[src/rtl/adpcm_enc_pkg.sv]
// ----------------------------------------------------------------------------
// adpcm_enc_pkg
// Shared types, codes and step tables of the four-bit ADPCM sample encoder.
// ----------------------------------------------------------------------------
package adpcm_enc_pkg;

  typedef logic signed [15:0] sample_t;
  typedef logic        [3:0]  code_t;
  typedef logic        [15:0] step_t;
  typedef logic        [1:0]  cfg_idx_t;
  typedef logic signed [10:0] cfg_data_t;

  // Configuration register indexes
  localparam cfg_idx_t REG_MODE        = 2'd0;
  localparam cfg_idx_t REG_COEF_FIRST  = 2'd1;
  localparam cfg_idx_t REG_COEF_SECOND = 2'd2;

  // Input commands
  localparam logic CMD_ENCODE = 1'b0;
  localparam logic CMD_LOAD   = 1'b1;

  typedef enum logic [1:0] {
    MODE_IMA_DIV = 2'd0,
    MODE_IMA_SAR = 2'd1,
    MODE_TWO_TAP = 2'd2,
    MODE_SCALE   = 2'd3
  } mode_t;

  localparam logic [6:0]  IDX_MAX     = 7'd88;
  localparam step_t       DELTA_MIN   = 16'd16;
  localparam step_t       SCALE_MIN   = 16'd127;
  localparam step_t       SCALE_MAX   = 16'd24567;
  localparam logic signed [15:0] COEF_FIRST_RST = 16'sd256;

  function automatic step_t ima_step(input logic [6:0] idx);
    step_t s;
    case (idx)
      7'd0: s = 16'd7;       7'd1: s = 16'd8;       7'd2: s = 16'd9;
      7'd3: s = 16'd10;      7'd4: s = 16'd11;      7'd5: s = 16'd12;
      7'd6: s = 16'd13;      7'd7: s = 16'd14;      7'd8: s = 16'd16;
      7'd9: s = 16'd17;      7'd10: s = 16'd19;     7'd11: s = 16'd21;
      7'd12: s = 16'd23;     7'd13: s = 16'd25;     7'd14: s = 16'd28;
      7'd15: s = 16'd31;     7'd16: s = 16'd34;     7'd17: s = 16'd37;
      7'd18: s = 16'd41;     7'd19: s = 16'd45;     7'd20: s = 16'd50;
      7'd21: s = 16'd55;     7'd22: s = 16'd60;     7'd23: s = 16'd66;
      7'd24: s = 16'd73;     7'd25: s = 16'd80;     7'd26: s = 16'd88;
      7'd27: s = 16'd97;     7'd28: s = 16'd107;    7'd29: s = 16'd118;
      7'd30: s = 16'd130;    7'd31: s = 16'd143;    7'd32: s = 16'd157;
      7'd33: s = 16'd173;    7'd34: s = 16'd190;    7'd35: s = 16'd209;
      7'd36: s = 16'd230;    7'd37: s = 16'd253;    7'd38: s = 16'd279;
      7'd39: s = 16'd307;    7'd40: s = 16'd337;    7'd41: s = 16'd371;
      7'd42: s = 16'd408;    7'd43: s = 16'd449;    7'd44: s = 16'd494;
      7'd45: s = 16'd544;    7'd46: s = 16'd598;    7'd47: s = 16'd658;
      7'd48: s = 16'd724;    7'd49: s = 16'd796;    7'd50: s = 16'd876;
      7'd51: s = 16'd963;    7'd52: s = 16'd1060;   7'd53: s = 16'd1166;
      7'd54: s = 16'd1282;   7'd55: s = 16'd1411;   7'd56: s = 16'd1552;
      7'd57: s = 16'd1707;   7'd58: s = 16'd1878;   7'd59: s = 16'd2066;
      7'd60: s = 16'd2272;   7'd61: s = 16'd2499;   7'd62: s = 16'd2749;
      7'd63: s = 16'd3024;   7'd64: s = 16'd3327;   7'd65: s = 16'd3660;
      7'd66: s = 16'd4026;   7'd67: s = 16'd4428;   7'd68: s = 16'd4871;
      7'd69: s = 16'd5358;   7'd70: s = 16'd5894;   7'd71: s = 16'd6484;
      7'd72: s = 16'd7132;   7'd73: s = 16'd7845;   7'd74: s = 16'd8630;
      7'd75: s = 16'd9493;   7'd76: s = 16'd10442;  7'd77: s = 16'd11487;
      7'd78: s = 16'd12635;  7'd79: s = 16'd13899;  7'd80: s = 16'd15289;
      7'd81: s = 16'd16818;  7'd82: s = 16'd18500;  7'd83: s = 16'd20350;
      7'd84: s = 16'd22385;  7'd85: s = 16'd24623;  7'd86: s = 16'd27086;
      7'd87: s = 16'd29794;
      default: s = 16'd32767;
    endcase
    return s;
  endfunction

  // Multiplier (x256) for the step-scaling mode
  function automatic logic [9:0] scale_mul(input code_t code);
    logic [9:0] m;
    case (code[2:0])
      3'd4: m = 10'd307;
      3'd5: m = 10'd409;
      3'd6: m = 10'd512;
      3'd7: m = 10'd614;
      default: m = 10'd230;
    endcase
    return m;
  endfunction

  // Multiplier (x256) for the two-tap mode delta
  function automatic logic [9:0] adapt_mul(input code_t code);
    logic [9:0] m;
    case (code)
      4'd4:  m = 10'd307;
      4'd5:  m = 10'd409;
      4'd6:  m = 10'd512;
      4'd7:  m = 10'd614;
      4'd8:  m = 10'd768;
      4'd9:  m = 10'd614;
      4'd10: m = 10'd512;
      4'd11: m = 10'd409;
      4'd12: m = 10'd307;
      default: m = 10'd230;
    endcase
    return m;
  endfunction

  function automatic sample_t sat16(input logic signed [20:0] v);
    sample_t r;
    if (v > 21'sd32767) begin
      r = 16'sh7FFF;
    end else if (v < -21'sd32768) begin
      r = 16'sh8000;
    end else begin
      r = v[15:0];
    end
    return r;
  endfunction

endpackage

[src/rtl/adpcm_enc_in_if.sv]
// ----------------------------------------------------------------------------
// adpcm_enc_in_if
// Sample channel into the encoder: command, channel and PCM sample.
// ----------------------------------------------------------------------------
interface adpcm_enc_in_if;
  logic                      valid;
  logic                      ready;
  logic                      command;
  logic                      channel;
  adpcm_enc_pkg::sample_t    pcm_sample;

  modport source (output valid, command, channel, pcm_sample, input ready);
  modport sink   (input valid, command, channel, pcm_sample, output ready);
endinterface

[src/rtl/adpcm_enc_out_if.sv]
// ----------------------------------------------------------------------------
// adpcm_enc_out_if
// Result channel out of the encoder: code, reconstruction and step.
// ----------------------------------------------------------------------------
interface adpcm_enc_out_if;
  logic                      valid;
  logic                      ready;
  adpcm_enc_pkg::code_t      code_nibble;
  adpcm_enc_pkg::sample_t    reconstructed;
  adpcm_enc_pkg::step_t      step_value;

  modport source (output valid, code_nibble, reconstructed, step_value, input ready);
  modport sink   (input valid, code_nibble, reconstructed, step_value, output ready);
endinterface

[src/rtl/adpcm_enc_cfg_if.sv]
// ----------------------------------------------------------------------------
// adpcm_enc_cfg_if
// Register write channel: register index and write data.
// ----------------------------------------------------------------------------
interface adpcm_enc_cfg_if;
  logic                       valid;
  logic                       ready;
  adpcm_enc_pkg::cfg_idx_t    reg_index;
  adpcm_enc_pkg::cfg_data_t   wdata;

  modport source (output valid, reg_index, wdata, input ready);
  modport sink   (input valid, reg_index, wdata, output ready);
endinterface

[src/rtl/adpcm_sample_encoder.sv]
// ----------------------------------------------------------------------------
// adpcm_sample_encoder
// Per-channel four-bit ADPCM encoder with four coding modes.
// ----------------------------------------------------------------------------
// One sample beat goes in, one result beat comes out. The block works on one
// beat at a time. A load or an out-of-range channel goes from fetch straight
// to write-back; an encode passes through a four-step compare-subtract
// quotient unit and one shared 18x12 multiplier that every product goes
// through in turn.
// A finished result waits in the output register; the block stalls in write-
// back only when the previous result has not yet been taken. The register
// port is always ready and must only be written while the block is idle.
module adpcm_sample_encoder #(
  parameter int CHANNELS = 2
) (
  input  logic                      clk,
  input  logic                      rst,
  adpcm_enc_cfg_if.sink             cfg,
  adpcm_enc_in_if.sink              sample_in,
  adpcm_enc_out_if.source           code_out
);

  localparam int IDX_W = (CHANNELS > 1) ? $clog2(CHANNELS) : 1;

  typedef enum logic [14:0] {
    ST_IDLE  = 15'b000000000000001,
    ST_FETCH = 15'b000000000000010,
    ST_PREP  = 15'b000000000000100,
    ST_PRED1 = 15'b000000000001000,
    ST_PRED2 = 15'b000000000010000,
    ST_PRED3 = 15'b000000000100000,
    ST_PRED4 = 15'b000000001000000,
    ST_ERR   = 15'b000000010000000,
    ST_DIV   = 15'b000000100000000,
    ST_CODE  = 15'b000001000000000,
    ST_MUL1  = 15'b000010000000000,
    ST_RECON = 15'b000100000000000,
    ST_MUL2  = 15'b001000000000000,
    ST_STEP  = 15'b010000000000000,
    ST_WB    = 15'b100000000000000
  } state_t;

  state_t state;

  adpcm_enc_pkg::mode_t       mode;
  adpcm_enc_pkg::cfg_data_t   coef_first;
  adpcm_enc_pkg::cfg_data_t   coef_second;

  adpcm_enc_pkg::sample_t     recon_mem [CHANNELS];
  adpcm_enc_pkg::sample_t     older_mem [CHANNELS];
  adpcm_enc_pkg::step_t       step_mem  [CHANNELS];

  logic                       cmd;
  logic                       chan;
  adpcm_enc_pkg::sample_t     smp;
  logic                       zero_out;

  adpcm_enc_pkg::sample_t     w_rec;
  adpcm_enc_pkg::sample_t     w_old;
  adpcm_enc_pkg::step_t       w_st;
  adpcm_enc_pkg::step_t       dvs;
  logic                       neg;
  logic [15:0]                mag;
  logic [19:0]                rem;
  logic [19:0]                dv;
  logic [3:0]                 qb;
  logic [1:0]                 cnt;
  adpcm_enc_pkg::code_t       code;
  logic signed [4:0]          qs;
  logic signed [26:0]         acc;
  logic signed [18:0]         pred;
  logic signed [29:0]         mul_q;

  logic [IDX_W-1:0]           ch_idx;
  logic                       in_range;
  logic                       wb_go;
  logic [6:0]                 idx;
  adpcm_enc_pkg::step_t       d_sel;
  logic signed [16:0]         delta;
  logic [15:0]                delta_mag;
  logic signed [19:0]         err;
  logic [18:0]                err_mag;
  logic                       ge;
  logic [3:0]                 qmag;
  logic signed [17:0]         mul_a;
  logic signed [11:0]         mul_b;
  logic [17:0]                diff;
  logic signed [20:0]         rsum;
  logic signed [8:0]          idx_sum;
  logic [6:0]                 idx_new;
  logic [21:0]                nd;
  adpcm_enc_pkg::step_t       st_new;
  logic signed [26:0]         acc_neg;

  assign ch_idx   = IDX_W'(chan);
  assign in_range = (32'(chan) < CHANNELS);
  assign wb_go    = !code_out.valid || code_out.ready;

  assign sample_in.ready = (state == ST_IDLE);
  assign cfg.ready       = 1'b1;

  // Operand selection and per-state arithmetic
  always_comb begin
    idx = (w_st > 16'(adpcm_enc_pkg::IDX_MAX)) ? adpcm_enc_pkg::IDX_MAX : w_st[6:0];
    unique case (mode) inside
      adpcm_enc_pkg::MODE_IMA_DIV, adpcm_enc_pkg::MODE_IMA_SAR: begin
        d_sel = adpcm_enc_pkg::ima_step(idx);
      end
      adpcm_enc_pkg::MODE_TWO_TAP: begin
        d_sel = (w_st < adpcm_enc_pkg::DELTA_MIN) ? adpcm_enc_pkg::DELTA_MIN : w_st;
      end
      default: begin
        d_sel = w_st;
      end
    endcase

    delta     = {smp[15], smp} - {w_rec[15], w_rec};
    delta_mag = delta[16] ? 16'(-delta) : delta[15:0];
    err       = 20'(smp) - 20'(pred);
    err_mag   = err[19] ? 19'(-err) : err[18:0];

    ge = (rem >= dv) && !((mode == adpcm_enc_pkg::MODE_IMA_SAR) && (cnt == 2'd0));

    if (qb[3]) begin
      qmag = neg ? 4'd8 : 4'd7;
    end else begin
      qmag = {1'b0, qb[2:0]};
    end

    // Shared multiplier operands
    mul_a = {2'b00, dvs};
    mul_b = {8'd0, code[2:0], 1'b1};
    case (state)
      ST_PRED1: begin
        mul_a = 18'(w_rec);
        mul_b = 12'(coef_first);
      end
      ST_PRED2: begin
        mul_a = 18'(w_old);
        mul_b = 12'(coef_second);
      end
      ST_MUL1: begin
        if (mode == adpcm_enc_pkg::MODE_TWO_TAP) begin
          mul_b = 12'(qs);
        end
      end
      ST_MUL2: begin
        if (mode == adpcm_enc_pkg::MODE_TWO_TAP) begin
          mul_b = {2'b00, adpcm_enc_pkg::adapt_mul(code)};
        end else begin
          mul_b = {2'b00, adpcm_enc_pkg::scale_mul(code)};
        end
      end
      default: begin
      end
    endcase

    acc_neg = -acc;

    diff = {2'b00, mag} + 18'(dvs >> 3) - rem[17:0];
    unique case (mode) inside
      adpcm_enc_pkg::MODE_IMA_SAR: begin
        rsum = code[3] ? 21'(w_rec) - 21'(diff) : 21'(w_rec) + 21'(diff);
      end
      adpcm_enc_pkg::MODE_TWO_TAP: begin
        rsum = 21'(pred) + mul_q[20:0];
      end
      default: begin
        rsum = code[3] ? 21'(w_rec) - 21'(mul_q[20:3]) : 21'(w_rec) + 21'(mul_q[20:3]);
      end
    endcase

    if (code[2]) begin
      idx_sum = 9'(idx) + 9'({code[1:0], 1'b0}) + 9'sd2;
    end else begin
      idx_sum = 9'(idx) - 9'sd1;
    end
    if (idx_sum < 9'sd0) begin
      idx_new = 7'd0;
    end else if (idx_sum > 9'(adpcm_enc_pkg::IDX_MAX)) begin
      idx_new = adpcm_enc_pkg::IDX_MAX;
    end else begin
      idx_new = idx_sum[6:0];
    end

    nd = mul_q[29:8];
    if (mode == adpcm_enc_pkg::MODE_TWO_TAP) begin
      if (nd < 22'(adpcm_enc_pkg::DELTA_MIN)) begin
        st_new = adpcm_enc_pkg::DELTA_MIN;
      end else if (nd > 22'hFFFF) begin
        st_new = 16'hFFFF;
      end else begin
        st_new = nd[15:0];
      end
    end else begin
      if (nd < 22'(adpcm_enc_pkg::SCALE_MIN)) begin
        st_new = adpcm_enc_pkg::SCALE_MIN;
      end else if (nd > 22'(adpcm_enc_pkg::SCALE_MAX)) begin
        st_new = adpcm_enc_pkg::SCALE_MAX;
      end else begin
        st_new = nd[15:0];
      end
    end
  end

  // Register file writes
  always_ff @(posedge clk) begin
    if (rst) begin
      mode        <= adpcm_enc_pkg::MODE_IMA_DIV;
      coef_first  <= 11'(adpcm_enc_pkg::COEF_FIRST_RST);
      coef_second <= '0;
    end else if (cfg.valid) begin
      case (cfg.reg_index)
        adpcm_enc_pkg::REG_MODE:        mode        <= adpcm_enc_pkg::mode_t'(cfg.wdata[1:0]);
        adpcm_enc_pkg::REG_COEF_FIRST:  coef_first  <= cfg.wdata;
        adpcm_enc_pkg::REG_COEF_SECOND: coef_second <= cfg.wdata;
        default: begin
        end
      endcase
    end
  end

  // Per-channel history
  always_ff @(posedge clk) begin
    if (rst) begin
      for (int i = 0; i < CHANNELS; i++) begin
        recon_mem[i] <= '0;
        older_mem[i] <= '0;
        step_mem[i]  <= '0;
      end
    end else if ((state == ST_WB) && wb_go && !zero_out) begin
      recon_mem[ch_idx] <= w_rec;
      older_mem[ch_idx] <= w_old;
      step_mem[ch_idx]  <= w_st;
    end
  end

  always_ff @(posedge clk) begin
    mul_q <= mul_a * mul_b;
  end

  // Sequencer
  always_ff @(posedge clk) begin
    if (rst) begin
      state          <= ST_IDLE;
      code_out.valid <= 1'b0;
    end else begin
      // Write-back reloads the output register itself
      if (code_out.valid && code_out.ready && (state != ST_WB)) begin
        code_out.valid <= 1'b0;
      end
      unique case (state)
        ST_IDLE: begin
          if (sample_in.valid) begin
            cmd   <= sample_in.command;
            chan  <= sample_in.channel;
            smp   <= sample_in.pcm_sample;
            state <= ST_FETCH;
          end
        end
        ST_FETCH: begin
          code     <= '0;
          zero_out <= !in_range;
          if (!in_range) begin
            state <= ST_WB;
          end else if (cmd == adpcm_enc_pkg::CMD_LOAD) begin
            w_old <= recon_mem[ch_idx];
            w_rec <= smp;
            w_st  <= step_mem[ch_idx];
            state <= ST_WB;
          end else begin
            w_old <= older_mem[ch_idx];
            if ((mode == adpcm_enc_pkg::MODE_SCALE) && (step_mem[ch_idx] == '0)) begin
              w_rec <= '0;
              w_st  <= adpcm_enc_pkg::SCALE_MIN;
            end else begin
              w_rec <= recon_mem[ch_idx];
              w_st  <= step_mem[ch_idx];
            end
            state <= ST_PREP;
          end
        end
        ST_PREP: begin
          dvs <= d_sel;
          neg <= delta[16];
          mag <= delta_mag;
          cnt <= '0;
          if (mode == adpcm_enc_pkg::MODE_IMA_SAR) begin
            rem <= {4'd0, delta_mag};
            dv  <= {3'd0, d_sel, 1'b0};
          end else begin
            rem <= {2'd0, delta_mag, 2'd0};
            dv  <= {1'b0, d_sel, 3'd0};
          end
          state <= (mode == adpcm_enc_pkg::MODE_TWO_TAP) ? ST_PRED1 : ST_DIV;
        end
        ST_PRED1: begin
          state <= ST_PRED2;
        end
        ST_PRED2: begin
          acc   <= 27'(mul_q);
          state <= ST_PRED3;
        end
        ST_PRED3: begin
          acc   <= acc + 27'(mul_q);
          state <= ST_PRED4;
        end
        ST_PRED4: begin
          // Divide by 256, rounding toward zero
          pred  <= acc[26] ? -19'(acc_neg[26:8]) : 19'(acc[26:8]);
          state <= ST_ERR;
        end
        ST_ERR: begin
          neg   <= err[19];
          rem   <= 20'(err_mag) + 20'(dvs >> 1);
          dv    <= {1'b0, dvs, 3'd0};
          cnt   <= '0;
          state <= ST_DIV;
        end
        ST_DIV: begin
          if (ge) begin
            rem <= rem - dv;
          end
          qb  <= {qb[2:0], ge};
          dv  <= dv >> 1;
          cnt <= cnt + 2'd1;
          if (cnt == 2'd3) begin
            state <= ST_CODE;
          end
        end
        ST_CODE: begin
          if (mode == adpcm_enc_pkg::MODE_TWO_TAP) begin
            qs   <= neg ? -5'(qmag) : 5'(qmag);
            code <= neg ? 4'(-5'(qmag)) : qmag;
          end else begin
            code <= {neg, qb[3] ? 3'd7 : qb[2:0]};
          end
          state <= ST_MUL1;
        end
        ST_MUL1: begin
          state <= ST_RECON;
        end
        ST_RECON: begin
          w_rec <= adpcm_enc_pkg::sat16(rsum);
          if (mode == adpcm_enc_pkg::MODE_TWO_TAP) begin
            w_old <= w_rec;
          end
          if ((mode == adpcm_enc_pkg::MODE_IMA_DIV) || (mode == adpcm_enc_pkg::MODE_IMA_SAR)) begin
            w_st  <= 16'(idx_new);
            state <= ST_WB;
          end else begin
            state <= ST_MUL2;
          end
        end
        ST_MUL2: begin
          state <= ST_STEP;
        end
        ST_STEP: begin
          w_st  <= st_new;
          state <= ST_WB;
        end
        ST_WB: begin
          // Hold until the output register is free
          if (wb_go) begin
            code_out.valid         <= 1'b1;
            code_out.code_nibble   <= zero_out ? '0 : code;
            code_out.reconstructed <= zero_out ? '0 : w_rec;
            code_out.step_value    <= zero_out ? '0 : w_st;
            state                  <= ST_IDLE;
          end
        end
        default: begin
          state <= ST_IDLE;
        end
      endcase
    end
  end

endmodule
[src/flat_wrapper.sv]
// flat-port wrapper written by rule: the top's interface ports become plain ports
module adpcm_sample_encoder_flat 
#(
  parameter int CHANNELS = 2
)
  (clk, rst, cfg_valid, cfg_reg_index, cfg_wdata, cfg_ready, sample_in_valid, sample_in_command, sample_in_channel, sample_in_pcm_sample, sample_in_ready, code_out_valid, code_out_code_nibble, code_out_reconstructed, code_out_step_value, code_out_ready);
  adpcm_enc_cfg_if cfg_i ();
  adpcm_enc_in_if sample_in_i ();
  adpcm_enc_out_if code_out_i ();
  input  logic clk;
  input  logic rst;
  input wire logic [$bits(cfg_i.valid)-1:0] cfg_valid;
  input wire logic [$bits(cfg_i.reg_index)-1:0] cfg_reg_index;
  input wire logic [$bits(cfg_i.wdata)-1:0] cfg_wdata;
  output wire logic [$bits(cfg_i.ready)-1:0] cfg_ready;
  input wire logic [$bits(sample_in_i.valid)-1:0] sample_in_valid;
  input wire logic [$bits(sample_in_i.command)-1:0] sample_in_command;
  input wire logic [$bits(sample_in_i.channel)-1:0] sample_in_channel;
  input wire logic [$bits(sample_in_i.pcm_sample)-1:0] sample_in_pcm_sample;
  output wire logic [$bits(sample_in_i.ready)-1:0] sample_in_ready;
  output wire logic [$bits(code_out_i.valid)-1:0] code_out_valid;
  output wire logic [$bits(code_out_i.code_nibble)-1:0] code_out_code_nibble;
  output wire logic [$bits(code_out_i.reconstructed)-1:0] code_out_reconstructed;
  output wire logic [$bits(code_out_i.step_value)-1:0] code_out_step_value;
  input wire logic [$bits(code_out_i.ready)-1:0] code_out_ready;
  assign cfg_i.valid = cfg_valid;
  assign cfg_i.reg_index = cfg_reg_index;
  assign cfg_i.wdata = cfg_wdata;
  assign cfg_ready = cfg_i.ready;
  assign sample_in_i.valid = sample_in_valid;
  assign sample_in_i.command = sample_in_command;
  assign sample_in_i.channel = sample_in_channel;
  assign sample_in_i.pcm_sample = sample_in_pcm_sample;
  assign sample_in_ready = sample_in_i.ready;
  assign code_out_valid = code_out_i.valid;
  assign code_out_code_nibble = code_out_i.code_nibble;
  assign code_out_reconstructed = code_out_i.reconstructed;
  assign code_out_step_value = code_out_i.step_value;
  assign code_out_i.ready = code_out_ready;
  adpcm_sample_encoder #(.CHANNELS(CHANNELS)) u_core (.clk(clk), .rst(rst), .cfg(cfg_i), .sample_in(sample_in_i), .code_out(code_out_i));
endmodule
[config.mk]
export PLATFORM = sky130hd
export DESIGN_NAME = adpcm_sample_encoder_flat
export DESIGN_NICKNAME = d
export VERILOG_FILES = /design/src/rtl/adpcm_enc_pkg.sv /design/src/rtl/adpcm_enc_in_if.sv /design/src/rtl/adpcm_enc_out_if.sv /design/src/rtl/adpcm_enc_cfg_if.sv /design/src/rtl/adpcm_sample_encoder.sv /design/src/flat_wrapper.sv
export SDC_FILE = /design/constraint.sdc
export NUM_CORES = 2
export LEC_CHECK = 0
export BUFFER_PORTS_ARGS = -buffer_cell sky130_fd_sc_hd__buf_2
export CAP_MARGIN = 20
export CORE_MARGIN = 1
export CORE_UTILIZATION = 67
export DETAILED_ROUTE_END_ITERATION = 16
export PLACE_DENSITY = 0.84
export SLEW_MARGIN = 20
export SYNTH_ARGS = -nofsm -noshare
export SYNTH_HDL_FRONTEND = slang
export SYNTH_SLANG_ARGS = --single-unit
[constraint.sdc]
create_clock -name clk -period 16 [get_ports clk]
set_clock_uncertainty 0.2 [all_clocks]
set_input_delay 0 -clock clk [delete_from_list [all_inputs] [get_ports clk]]
set_output_delay 0 -clock clk [all_outputs]
set_load 0.01 [all_outputs]
# == After elaboration in Yosys (flattened, before gate mapping) ==
# Memories as Yosys holds them, arrays and structs flattened. A register that Yosys moved wholly into a read port is not among the register bits.
# Cells that the tools add are included.
# word_totals
regBits,306
ramBits,96
rom_bits,2080
output_inout_bits,39
wordCells,221
mem_count,5
# op_classes
n_addsub,21
mul,1
magnitude_cmp,11
n_eq_ne,32
muxes,77
n_bitwise,1
reduce_logical,45
# mem_list
memory,depth,width,rd,rd_clocked_by_memory_dff,write_ports,line_no,text
(name not given),128,15,1,0,0,adpcm_enc_pkg.sv:37,case (idx)
(name not given),16,10,1,1,0,adpcm_enc_pkg.sv:89,case (code)
u_core.older_mem,2,16,1,1,2,adpcm_sample_encoder.sv:50,adpcm_enc_pkg::sample_t older_mem [CHANNELS];
u_core.recon_mem,2,16,1,1,2,adpcm_sample_encoder.sv:49,adpcm_enc_pkg::sample_t recon_mem [CHANNELS];
u_core.step_mem,2,16,1,1,2,adpcm_sample_encoder.sv:51,adpcm_enc_pkg::step_t step_mem [CHANNELS];
# op_table
op,n
16-bit 2-to-1 mux,19
15-bit case mux with 15 select lines,1
20-bit case mux with 3 select lines,2
16-bit case mux with 2 select lines,3
15-bit 2-to-1 mux,5
16-bit by 19-bit subtractor with 20-bit output,3
27-bit case mux with 2 select lines,1
12-bit case mux with 4 select lines,1
16-bit case mux with 3 select lines,1
16-bit OR reduction,3
21-bit 2-to-1 mux,2
21-bit case mux with 2 select lines,1
16-bit by 19-bit adder with 20-bit output,2
10-bit case mux with 4 select lines,1
19-bit 2-to-1 mux,2
19-bit negation,2
18-bit 2-to-1 mux,2
18-bit case mux with 2 select lines,1
18-bit by 12-bit multiplier with 30-bit output,1
27-bit adder,1
27-bit negation,1
4-bit 2-to-1 mux,6
2-bit AND reduction,12
"22-bit by 15-bit > comparator with 1-bit output, second input constant",1
63 further kinds,114

# == Depth between registers and ports, before layout ==
# logic_depth
word_depth,10
depth_mapped,36

# == Worst setup path after synthesis ==
# No wires, ideal clock.
# synth_timing
path_type,register to register
start,reg u_core.state[0]
end,reg u_core.mul_q[29]
setup_time_ns,0.072
arrival_time_ns,7.473
path_slack_ns,8.255
stages_incl_launch_ff,30
n_path_buf,0
path_cell_list,dfxtp_1 -> or3_1 -> nor3_1 -> and2_1 -> nand2_1 -> or3_1 -> nor3b_2 -> nor4_1 -> a2111oi_0 -> a21oi_1 -> and2_1 -> fa_1 -> ha_1 -> inv_1 -> fa_1 -> fa_1 -> inv_1 -> fa_1 -> ha_1 -> a21o_1 -> a21o_1 -> a21o_1 -> a21oi_1 -> nor2_1 -> a21oi_1 -> a21boi_0 -> a21oi_1 -> a21o_1 -> a21oi_1 -> xnor2_1
# synth_via
elab_chain_len,3
# synth_lines
item,line_no,text
from (decl),adpcm_sample_encoder.sv:43,state_t state;
from (signal assigned),adpcm_sample_encoder.sv:295,state <= (mode == adpcm_enc_pkg::MODE_TWO_TAP) ? ST_PRED1 : ST_DIV;
"15-bit by 13-bit equality test with 1-bit output, or another cell as far along",adpcm_sample_encoder.sv:133,case (state)
12-bit case mux with 4 select lines or 18-bit case mux with 2 select lines (tied branches),adpcm_sample_encoder.sv:133,
18-bit by 12-bit multiplier with 30-bit output *,adpcm_sample_encoder.sv:239,mul_q <= mul_a * mul_b;
to (signal assigned),adpcm_sample_encoder.sv:239,
to (decl),adpcm_sample_encoder.sv:72,logic signed [29:0] mul_q;
# Mark *: on every way between the ends. The rest lies on a longest branch, timed or not.
# A chain may end at the register's enable or synchronous reset.

# == Worst setup path in the final report ==
# layout_timing
start,reg u_core.state[0]
end,reg u_core.mul_q[28]
# Same word-level chain as after synthesis.

==> summary.md <==
| Metric | Value |
|---|---|
| Status | finished, final reports clean |
| Hold path startpoint | cfg_wdata[3] |
| Slew HR | 0.1958 |
| Net count after synthesis | 4651 |
| CP max-delay cell | a21oi_1 |
| Ys async rst share | 0 |
| Die height | 238.4 um |
| Yosys reg bits | 409 |
| Top FF cell, synth | edfxtp_1 |
| DRT Pass-1 Iters | 7 |
| Endpoints failing setup | 0 |
| Num rows | 86 |
| Area of placed instances | 38600 sq um |
| Die Wd | 238.4 um |
| Top-area cell type share of the netlist area | 0.2654 |
| Drt wl/cell | 23.67 um |
| Max H-tree Level | 2 |
| R2r worst-path depth | 29 |
| Clock Tree Root | clkbuf_16 |
| Delay-heaviest family, CP | adder cells |
| CP endpoint kind | register |
| Arr. time, crit path | 9.32 ns |
| Finished Cell Area | ~40000 sq um |
| Critical path class | reg2reg |
| Largest cells by area after synthesis | edfxtp_1, fa_1, ha_1 |
| Yosys warns | 0 |
| Port buffer count | 73 |
| Clk buf depth | 3 |
| Final Cycle Share | 0.5609 |
| Maximum vdd drop | 0.08488 mV |
| Endpoints failing hold | 0 |
| Worst-Margin Slew | approximately 1.2 ns |
| DP Wirelength | 85.72 mm |
| Register-to-register setup slack | 7.03 ns |
| Synth unique cells | 97 |
| CTS sink cnt | 409 |
| WP buf/inv | 4 |
| Core area | around 55000 sq um |
| GRT Total Usage | 0.4180 |
| Reg2reg end | u_core.mul_q[28] |
| Pwr Density | 73.78 nW/um^2 |
| Startpoint Class | register |
| Detail Route Antenna Nets | 0 |
| Crit-path max cell delay | 0.83 ns |
| Post-Synthesis Cells | 4130 |
| RSZ-0062 raised after global routing | false |
| CTS Hold Bufs | 63 |
| Final setup TNS | 0 ns |
| Iter 0 DRT Violations | 4256 |
| # DRC | 0 |
| Layout net count | around 4700 |
| Largest net degree at the start of global routing | 87 |
| Leading area contributor after synthesis | edfxtp_1 |
| Type of the most critical hold path | in2reg |
| Die area | 56840 sq um |
| RR Startpoint | u_core.state[0] |
| Total grt overflow | 0 |
| GP Congestion | 1.006 |
| Post-CTS setup buffer count | 0 |
| Initial core utilization | 0.6783 |
| Hold Path End | u_core.coef_first[3] |
| Commonest non-fill, non-tap cell in the layout | nand2_1 |
| EDFF count, synth | 331 |
| Global-route wire length before repair | 180.9 mm |
| Number of gates resized after CTS | 0 |
| Max Cap Violations | 0 |
| Syn-to-layout area delta | 8.855% |
| Required time worst endpoint | 16.35 ns |
| Share of cells above drive strength 1 | 0.06717 |
| Post-synthesis sequential area ratio | 0.3071 |
| Most frequent cells in the layout | nand2_1, inv_1, nor2_1 |
| Slew Limit Fails | 0 |
| Post-Syn Area | 37440 sq um |
| Synth Area per Inst | between 9 and 10 sq um |
| Pleak | 16.97 nW |
| Hold Path Stages | 4 |
| Worst-skew pair later-pin latency | approximately 0.62 ns |
| Most common cell type on the critical path | fa_1 |
| Max Clk Rate | 111.4 MHz |
| DR vias/cell | roughly 6.6 |
| Antenna violations before repair | 7 |
| Hold_ws | approximately 0.018 ns |
| Crit Path Max Fanout | 44 |
| Total power after layout | 0.003007 W |
| CTS tree | yes |
| IO Pins | 75 |
| Total number of vias | 33183 |
| CTS Buf Count | 48 |
| Period minus WS final | 8.975 ns |
| Vias in the first global route | 31751 |
| Clk pin slew, worst setup/hold paths | 0.06 ns |
| Final Routed Wirelength | 118.2 mm |
==> metrics by stage <==
stage	cells	worst slack, ns	util
6_report	4995	7.025	0.7384
5_1_grt	4991	6.603	0.7382
4_1_cts	4991	7.123	0.7382
3_5_place_dp	4842	7.195	0.6993
3_3_place_gp	4842	7.417	0.6993
2_1_floorplan	4130	8.255	-
==> registers in the layout (all words and copies together), names as in the netlist, 19 cells and up, named ones only <==
signal,cells
u_core.acc,27
u_core.dv,19
u_core.mul_q,30
u_core.older_mem,32
u_core.pred,19
u_core.recon_mem,32
u_core.rem,20
u_core.step_mem,32
==> metal layers <==
layer / global-route usage / vias up / part of all wire
li1: - / 14766 / -
met1: 0.5312 / 15682 / 0.36
met2: 0.6308 / 2232 / 0.43
met3: 0.1214 / 495 / 0.14
met4: 0.2552 / 8 / 0.069
met5: 0 / - / 0.00053
==> layout make-up <==
cell class              instances  area (sq um)
diodes                          4         10.01
fillers                      3928         14440
flip-flops and latches        409         11500
repair buffers                192          1416
multi-input cells            3167         23920
clock buffers                  63          1324
clock inverters                23         196.4
inverters                     389          1460
well taps                     748         935.9
==> where the power goes <==
part           switching [W]  total, W  internal, W  leakage, nW
sequential         0.0000545   0.00124      0.00119         3.75
clock               0.000478   0.00109     0.000617        0.748
combinational       0.000408  0.000671     0.000263         12.5
total               0.000941   0.00301      0.00207         17.0
==> how the worst max path moves through the flow <==
stage	startpoint	end	slack (ns)	cells past startpoint
floorplan	u_core.state[0]	u_core.mul_q[29]	8.26	29
global placement	u_core.state[0]	u_core.mul_q[28]	7.42	30
finish	u_core.state[0]	u_core.mul_q[28]	7.03	29
global route	u_core.state[0]	u_core.mul_q[29]	6.60	30
CTS	u_core.state[0]	u_core.mul_q[29]	7.12	30
detailed placement	u_core.state[0]	u_core.mul_q[29]	7.20	30
==> worst register-to-register path, delay by kind of cell, from the launching register on <==
family | cells | cell delay, ns
AO/OA/AOI/OAI | 8 | 2.36
XOR/XNOR | 1 | 0.13
adder cells (fa/ha/maj) | 6 | 2.98
buffers and inverters | 4 | 0.59
flip-flops | 1 | 0.36
AND/OR/NAND/NOR | 10 | 2.26
==> synthesized netlist by cell type (29+ instances only) <==
library cell    n
o211ai_1       32
xor2_1         88
or3_1          31
nor2b_1        31
and2_1         80
a221oi_1       29
o21a_1         36
xnor2_1       185
a211oi_1       47
nor3_1         71
nor2_1        366
a21oi_1       255
nand3_1        55
fa_1          204
dfxtp_1        78
o21ai_0       227
and3_1         80
edfxtp_1      331
a31oi_1        32
ha_1          281
a21o_1         70
nand2b_1       32
inv_1         388
mux2i_1        89
nand2_1       424
a22oi_1        30
clkbuf_1      134
==> cell families (layout without fill, tap and decap cells) <==
group	count (synthesis)	count (layout)	share of synthesized area
AO/OA/AOI/OAI	998	998	0.1749
adder cells (fa/ha/maj)	485	485	0.2030
other	1	5	0.0001001
AND/OR/NAND/NOR	1297	1297	0.1636
buffers and inverters	554	667	0.05620
XOR/XNOR	274	274	0.06429
flip-flops	409	409	0.3071
multiplexers	112	112	0.03077
No activity file was read; power rests on OpenSTA's default activity.
